<file path="src/rtl/spq_pkg.sv">
`timescale 1ns / 1ps

package spq_pkg;

    // default sizing
    localparam int DEFAULT_DEPTH      = 16;
    localparam int DEFAULT_VALUE_BITS = 16;

    // operation codes carried by the input item
    typedef enum logic {
        OP_PUSH = 1'b0,
        OP_POP  = 1'b1
    } t_op;

    // per-cycle command broadcast to every cell
    typedef struct packed {
        logic push;
        logic pop;
    } t_cell_ctrl;

endpackage

</file>
<file path="src/rtl/spq_in_if.sv">
`timescale 1ns / 1ps

interface spq_in_if #(
    parameter int VALUE_BITS = 16
);
    logic                  valid;
    logic                  ready;
    logic                  op;
    logic [VALUE_BITS-1:0] prio_in;

    modport source (output valid, output op, output prio_in, input ready);
    modport sink   (input valid, input op, input prio_in, output ready);
endinterface

</file>
<file path="src/rtl/spq_out_if.sv">
`timescale 1ns / 1ps

interface spq_out_if #(
    parameter int VALUE_BITS = 16,
    parameter int COUNT_BITS = 5
);
    logic                  valid;
    logic                  ready;
    logic [VALUE_BITS-1:0] prio_out;
    logic                  was_empty;
    logic                  overflow;
    logic [COUNT_BITS-1:0] fill_count;

    modport source (output valid, output prio_out, output was_empty,
                    output overflow, output fill_count, input ready);
    modport sink   (input valid, input prio_out, input was_empty,
                    input overflow, input fill_count, output ready);
endinterface

</file>
<file path="src/rtl/spq_cell.sv">
`timescale 1ns / 1ps

module spq_cell #(
    parameter int VALUE_BITS = 16,
    parameter int COUNT_BITS = 5,
    parameter int CELL_IDX   = 0
) (
    input  logic                   i_clk,
    input  spq_pkg::t_cell_ctrl    i_ctrl,
    input  logic [VALUE_BITS-1:0]  i_push_value,
    input  logic [COUNT_BITS-1:0]  i_count,
    input  logic [VALUE_BITS-1:0]  i_left_value,
    input  logic                   i_left_gt,
    input  logic [VALUE_BITS-1:0]  i_right_value,
    output logic [VALUE_BITS-1:0]  o_value,
    output logic                   o_gt
);
    import spq_pkg::*;

    logic [VALUE_BITS-1:0] r_value;
    logic [VALUE_BITS-1:0] n_value;
    logic                  w_occupied;

    // cell holds a live entry when its index is below the fill count
    assign w_occupied = i_count > COUNT_BITS'(CELL_IDX);

    // stored value must move behind the new one
    assign o_gt    = w_occupied && (r_value > i_push_value);
    assign o_value = r_value;

    // shift right on insert, shift left on removal
    always_comb begin
        n_value = r_value;
        if (i_ctrl.push) begin
            if (i_left_gt) begin
                n_value = i_left_value;
            end else if (o_gt || !w_occupied) begin
                n_value = i_push_value;
            end
        end else if (i_ctrl.pop) begin
            n_value = i_right_value;
        end
    end

    always_ff @(posedge i_clk) begin
        r_value <= n_value;
    end

endmodule

</file>
<file path="src/rtl/sorted_priority_queue_core.sv">
`timescale 1ns / 1ps
// a result item is registered and shown in the cycle after its input item is accepted
// throughput: one item per cycle while each result is taken; every cell compares and shifts in the same cycle
// a result item left waiting holds off the input; one taken in the same cycle lets the next in
// reset (synchronous, active low) empties the queue and drops any pending result
// stored values are not cleared; the fill count alone marks which cells are live

module sorted_priority_queue_core #(
    parameter int DEPTH      = spq_pkg::DEFAULT_DEPTH,
    parameter int VALUE_BITS = spq_pkg::DEFAULT_VALUE_BITS,
    parameter int COUNT_BITS = $clog2(DEPTH + 1)
) (
    input  logic      i_clk,
    input  logic      i_rst_n,
    spq_in_if.sink    i_in,
    spq_out_if.source o_out
);
    import spq_pkg::*;

    logic [COUNT_BITS-1:0] r_count;
    logic [COUNT_BITS-1:0] n_count;
    logic                  r_out_valid;
    logic [VALUE_BITS-1:0] r_prio_out;
    logic                  r_was_empty;
    logic                  r_overflow;
    logic [COUNT_BITS-1:0] r_fill_count;

    logic       w_accept;
    logic       w_is_pop;
    logic       w_full;
    logic       w_empty;
    t_cell_ctrl w_ctrl;

    logic [VALUE_BITS-1:0] w_value [DEPTH];
    logic                  w_gt    [DEPTH];

    // handshake and command decode
    assign i_in.ready = !r_out_valid || o_out.ready;
    assign w_accept   = i_in.valid && i_in.ready;
    assign w_is_pop   = t_op'(i_in.op) == OP_POP;
    assign w_full     = r_count == COUNT_BITS'(DEPTH);
    assign w_empty    = r_count == '0;
    assign w_ctrl.push = w_accept && !w_is_pop && !w_full;
    assign w_ctrl.pop  = w_accept && w_is_pop && !w_empty;

    // fill count update
    always_comb begin
        n_count = r_count;
        if (w_ctrl.push) begin
            n_count = r_count + COUNT_BITS'(1);
        end else if (w_ctrl.pop) begin
            n_count = r_count - COUNT_BITS'(1);
        end
    end

    // row of cells, front at index zero
    for (genvar g = 0; g < DEPTH; g++) begin : g_cell
        logic [VALUE_BITS-1:0] w_left_value;
        logic                  w_left_gt;
        logic [VALUE_BITS-1:0] w_right_value;

        if (g == 0) begin : g_first
            assign w_left_value = '0;
            assign w_left_gt    = 1'b0;
        end else begin : g_mid
            assign w_left_value = w_value[g-1];
            assign w_left_gt    = w_gt[g-1];
        end

        if (g == DEPTH - 1) begin : g_last
            assign w_right_value = '0;
        end else begin : g_inner
            assign w_right_value = w_value[g+1];
        end

        spq_cell #(
            .VALUE_BITS (VALUE_BITS),
            .COUNT_BITS (COUNT_BITS),
            .CELL_IDX   (g)
        ) u_cell (
            .i_clk         (i_clk),
            .i_ctrl        (w_ctrl),
            .i_push_value  (i_in.prio_in),
            .i_count       (r_count),
            .i_left_value  (w_left_value),
            .i_left_gt     (w_left_gt),
            .i_right_value (w_right_value),
            .o_value       (w_value[g]),
            .o_gt          (w_gt[g])
        );
    end

    // control state
    always_ff @(posedge i_clk) begin
        if (!i_rst_n) begin
            r_count     <= '0;
            r_out_valid <= 1'b0;
        end else begin
            r_count <= n_count;
            if (w_accept) begin
                r_out_valid <= 1'b1;
            end else if (o_out.ready) begin
                r_out_valid <= 1'b0;
            end
        end
    end

    // result register
    always_ff @(posedge i_clk) begin
        if (w_accept) begin
            r_prio_out   <= w_ctrl.pop ? w_value[0] : '0;
            r_was_empty  <= w_is_pop && w_empty;
            r_overflow   <= !w_is_pop && w_full;
            r_fill_count <= n_count;
        end
    end

    assign o_out.valid      = r_out_valid;
    assign o_out.prio_out   = r_prio_out;
    assign o_out.was_empty  = r_was_empty;
    assign o_out.overflow   = r_overflow;
    assign o_out.fill_count = r_fill_count;

endmodule

</file>
<file path="src/flat_wrapper.sv">
// flat-port wrapper written by rule: the top's interface ports become plain ports
module sorted_priority_queue_core_flat import spq_pkg::*;
#(
    parameter int DEPTH      = spq_pkg::DEFAULT_DEPTH,
    parameter int VALUE_BITS = spq_pkg::DEFAULT_VALUE_BITS,
    parameter int COUNT_BITS = $clog2(DEPTH + 1)
)
  (i_clk, i_rst_n, i_in_valid, i_in_op, i_in_prio_in, i_in_ready, o_out_valid, o_out_prio_out, o_out_was_empty, o_out_overflow, o_out_fill_count, o_out_ready);
  spq_in_if #(.VALUE_BITS(VALUE_BITS)) i_in_i ();
  spq_out_if #(.VALUE_BITS(VALUE_BITS), .COUNT_BITS(COUNT_BITS)) o_out_i ();
  input  logic i_clk;
  input  logic i_rst_n;
  input wire logic [$bits(i_in_i.valid)-1:0] i_in_valid;
  input wire logic [$bits(i_in_i.op)-1:0] i_in_op;
  input wire logic [$bits(i_in_i.prio_in)-1:0] i_in_prio_in;
  output wire logic [$bits(i_in_i.ready)-1:0] i_in_ready;
  output wire logic [$bits(o_out_i.valid)-1:0] o_out_valid;
  output wire logic [$bits(o_out_i.prio_out)-1:0] o_out_prio_out;
  output wire logic [$bits(o_out_i.was_empty)-1:0] o_out_was_empty;
  output wire logic [$bits(o_out_i.overflow)-1:0] o_out_overflow;
  output wire logic [$bits(o_out_i.fill_count)-1:0] o_out_fill_count;
  input wire logic [$bits(o_out_i.ready)-1:0] o_out_ready;
  assign i_in_i.valid = i_in_valid;
  assign i_in_i.op = i_in_op;
  assign i_in_i.prio_in = i_in_prio_in;
  assign i_in_ready = i_in_i.ready;
  assign o_out_valid = o_out_i.valid;
  assign o_out_prio_out = o_out_i.prio_out;
  assign o_out_was_empty = o_out_i.was_empty;
  assign o_out_overflow = o_out_i.overflow;
  assign o_out_fill_count = o_out_i.fill_count;
  assign o_out_i.ready = o_out_ready;
  sorted_priority_queue_core #(.DEPTH(DEPTH), .VALUE_BITS(VALUE_BITS), .COUNT_BITS(COUNT_BITS)) u_core (.i_clk(i_clk), .i_rst_n(i_rst_n), .i_in(i_in_i), .o_out(o_out_i));
endmodule
</file>
<file path="config.mk">
export PLATFORM = sky130hd
export DESIGN_NAME = sorted_priority_queue_core_flat
export DESIGN_NICKNAME = d
export VERILOG_FILES = /design/src/rtl/spq_pkg.sv /design/src/rtl/spq_in_if.sv /design/src/rtl/spq_out_if.sv /design/src/rtl/spq_cell.sv /design/src/rtl/sorted_priority_queue_core.sv /design/src/flat_wrapper.sv
export SDC_FILE = /design/constraint.sdc
export NUM_CORES = 1
export LEC_CHECK = 0
export BUFFER_PORTS_ARGS = -buffer_cell sky130_fd_sc_hd__buf_2
export CAP_MARGIN = 10
export CORE_ASPECT_RATIO = 2
export CORE_MARGIN = 8
export CORE_UTILIZATION = 51
export DETAILED_ROUTE_END_ITERATION = 10
export PLACE_DENSITY = 0.76
export SETUP_SLACK_MARGIN = 0.5
export SLEW_MARGIN = 20
export SYNTH_ARGS = -nofsm -noshare
export SYNTH_HDL_FRONTEND = slang
export SYNTH_SLANG_ARGS = --single-unit
</file>
<file path="constraint.sdc">
create_clock -name i_clk -period 7.7 [get_ports i_clk]
set_clock_uncertainty 0.2 [all_clocks]
set_input_delay 0.77 -clock i_clk [delete_from_list [all_inputs] [get_ports i_clk]]
set_output_delay 0.77 -clock i_clk [all_outputs]
set_load 0.02 [all_outputs]
</file>
==> metrics <==
status=finished, final reports clean; hold path cells=3; WS Path Type=primary input to flop; # resized after CTS=0; H-tree levels=1; max-cap violations=0; Yosys cell types=60; Max Root-Sink Buffers=3; post-synthesis sequential area ratio=0.421; # hold bufs at CTS=0; total track usage=0.337; most frequent cells in the layout=edfxtp_1, ha_1, nand2_1; routability cong.=1.13; share of layout cells above drive strength 1=0.0878; setup_tns=0 ps; Worst EP required=7690 ps; fin nets=2,267; CTS Sinks=285; crit path max fanout=18; commonest non-fill, non-tap cell in the layout=edfxtp_1; Post-Route WL=78,800 microns; port bufs=45; cell depth of the worst flop-to-flop path=8; vias per cell=7.06; syn nets=2,261; RSZ-0062 raised after global routing=no; # rows=103; Inserted Clock Buffers=27; fin crit period=4440 ps; CTS tree=built; ys async rst share=0; largest net degree at the start of global routing=184; nature of the critical path startpoint=primary input; Vias=17,900; total grt overflow=0; Ports=46; Initial Utilization=0.514; 1st-pass router iterations=5; Finished Cell Area=21,900 sq um; post-CTS setup buffer count=0; WHS=274 ps; antenna violations before repair=4; Die W=157 microns; first-pass GRT wire length=115,000 microns; Area growth, synth to finish=8.56%; Power Dens Cells=224 nW/um^2; Slew Limit Fails=0; initial drt markers=2,160; post-route clock period utilization=0.577; clock slew at reported path FFs=70 ps; Post-synth EDFFs=279; final setup vio count=0; Post-Syn Area per Cell=10.2 sq um; synth warn=0; placed inst area=21,000 sq um; FF+latch count, synth=285; Peak Freq=225 MHz; maximum vdd drop=0.125 mV; Die H=297 microns; final hold vios=0; clk root buf=clkbuf_16; DRC viols=0; core footprint=39,300 sq um; R2R Setup Slk=3360 ps; Mapped Cells=1,979; full die area=46,600 sq um; Synth Flop Type=edfxtp_1; worst skew pair latency=580 ps; Mapped Area=20,200 sq um; final antenna-violating net count=0; drt wl/cell=31.1 microns; worst slew pin tran=1220 ps; CP endpoint kind=flop; Leakage=0.00821 uW; hpwl dp=56,800 microns; vias in the first global route=17,700; Slew headroom=0.185; worst min path class=primary input to flop; Arrival @ worst endpoint=4430 ps
final cells by class:
type,instances,area (sq um)
fillers,3377,17400
multi-input cells,1533,11100
flip-flops and latches,285,8500
clock buffers,35,736
well taps,525,657
repair buffers,97,632
clock inverters,14,200
inverters,41,154
diodes,2,5.00
registers in the layout, indices dropped and copies added, names as in the netlist:
name / count
u_core.o_out.prio_out: 16
u_core.o_out.fill_count: 5
u_core.o_out.was_empty: 1
u_core.o_out.valid: 1
u_core.r_count: 5
u_core.g_cell.u_cell.o_value: 256
u_core.o_out.overflow: 1
cell usage after synthesis (all sizes together), types with 18 or more instances:
| master | number | area (sq um) |
|---|---|---|
| a21oi | 154 | 771 |
| and2 | 24 | 150 |
| edfxtp | 279 | 8380 |
| o211ai | 18 | 135 |
| a221o | 90 | 901 |
| a31oi | 20 | 125 |
| inv | 41 | 154 |
| nor3 | 96 | 485 |
| mux2i | 121 | 1210 |
| nand3 | 40 | 200 |
| clkbuf | 52 | 195 |
| o21ai | 141 | 706 |
| a21o | 32 | 240 |
| buf | 68 | 404 |
| nand2 | 254 | 963 |
| nor2 | 90 | 338 |
| ha | 261 | 3270 |
| nand4 | 65 | 407 |
worst paths after layout:
check | from | endpoint
setup / recovery | i_in_prio_in[15] | u_core.g_cell[6].u_cell.o_value[7]
hold / removal | i_in_valid | u_core.o_out.valid
setup reg to reg | u_core.r_count[0] | u_core.g_cell[1].u_cell.o_value[0]
hold reg to reg | u_core.o_out.valid | u_core.o_out.valid
layer usage:
layer,part of all wire,wire length [microns],global-route usage
met3,0.099,7810,0.0835
met2,0.48,38100,0.561
met5,0.00015,12,0
met1,0.31,24700,0.343
met4,0.10,8240,0.299
stage by stage:
stage,setup WS [ps],utilization,power (uW),std cells
4_1_cts,3350,0.557,4840,2529
6_report,3260,0.558,4900,2532
3_3_place_gp,2880,0.534,3340,2480
2_1_floorplan,3290,-,2910,1979
5_1_grt,3070,0.558,5060,2531
3_5_place_dp,2750,0.534,3390,2480
critical path: stages:
cell	delay, ps
buf_2	220
inv_1	470
ha_1	520
nand4_1	210
nor4_2	380
a21boi_2	220
o31ai_2	80
buf_4	200
nand2b_1	470
a31oi_2	900
power by group:
group	switching (uW)	internal, uW	total (uW)
Combinational	804	414	1220
Sequential	240	1970	2210
Clock	635	841	1480
kinds of logic (layout without fill, tap and decap cells):
logic type / Yosys count / count (layout) / share of synthesized area
other: 0 / 2 / 0
buffers and inverters: 161 / 187 / 0.0373
AOI/OAI and AO/OA: 524 / 524 / 0.174
DFF: 285 / 285 / 0.421
muxes: 121 / 121 / 0.0599
adders and majority gates: 261 / 261 / 0.162
and+or+nand+nor: 624 / 624 / 0.145
xor gates and xnor gates: 3 / 3 / 0.00130
(Power assumes the default switching activity.)
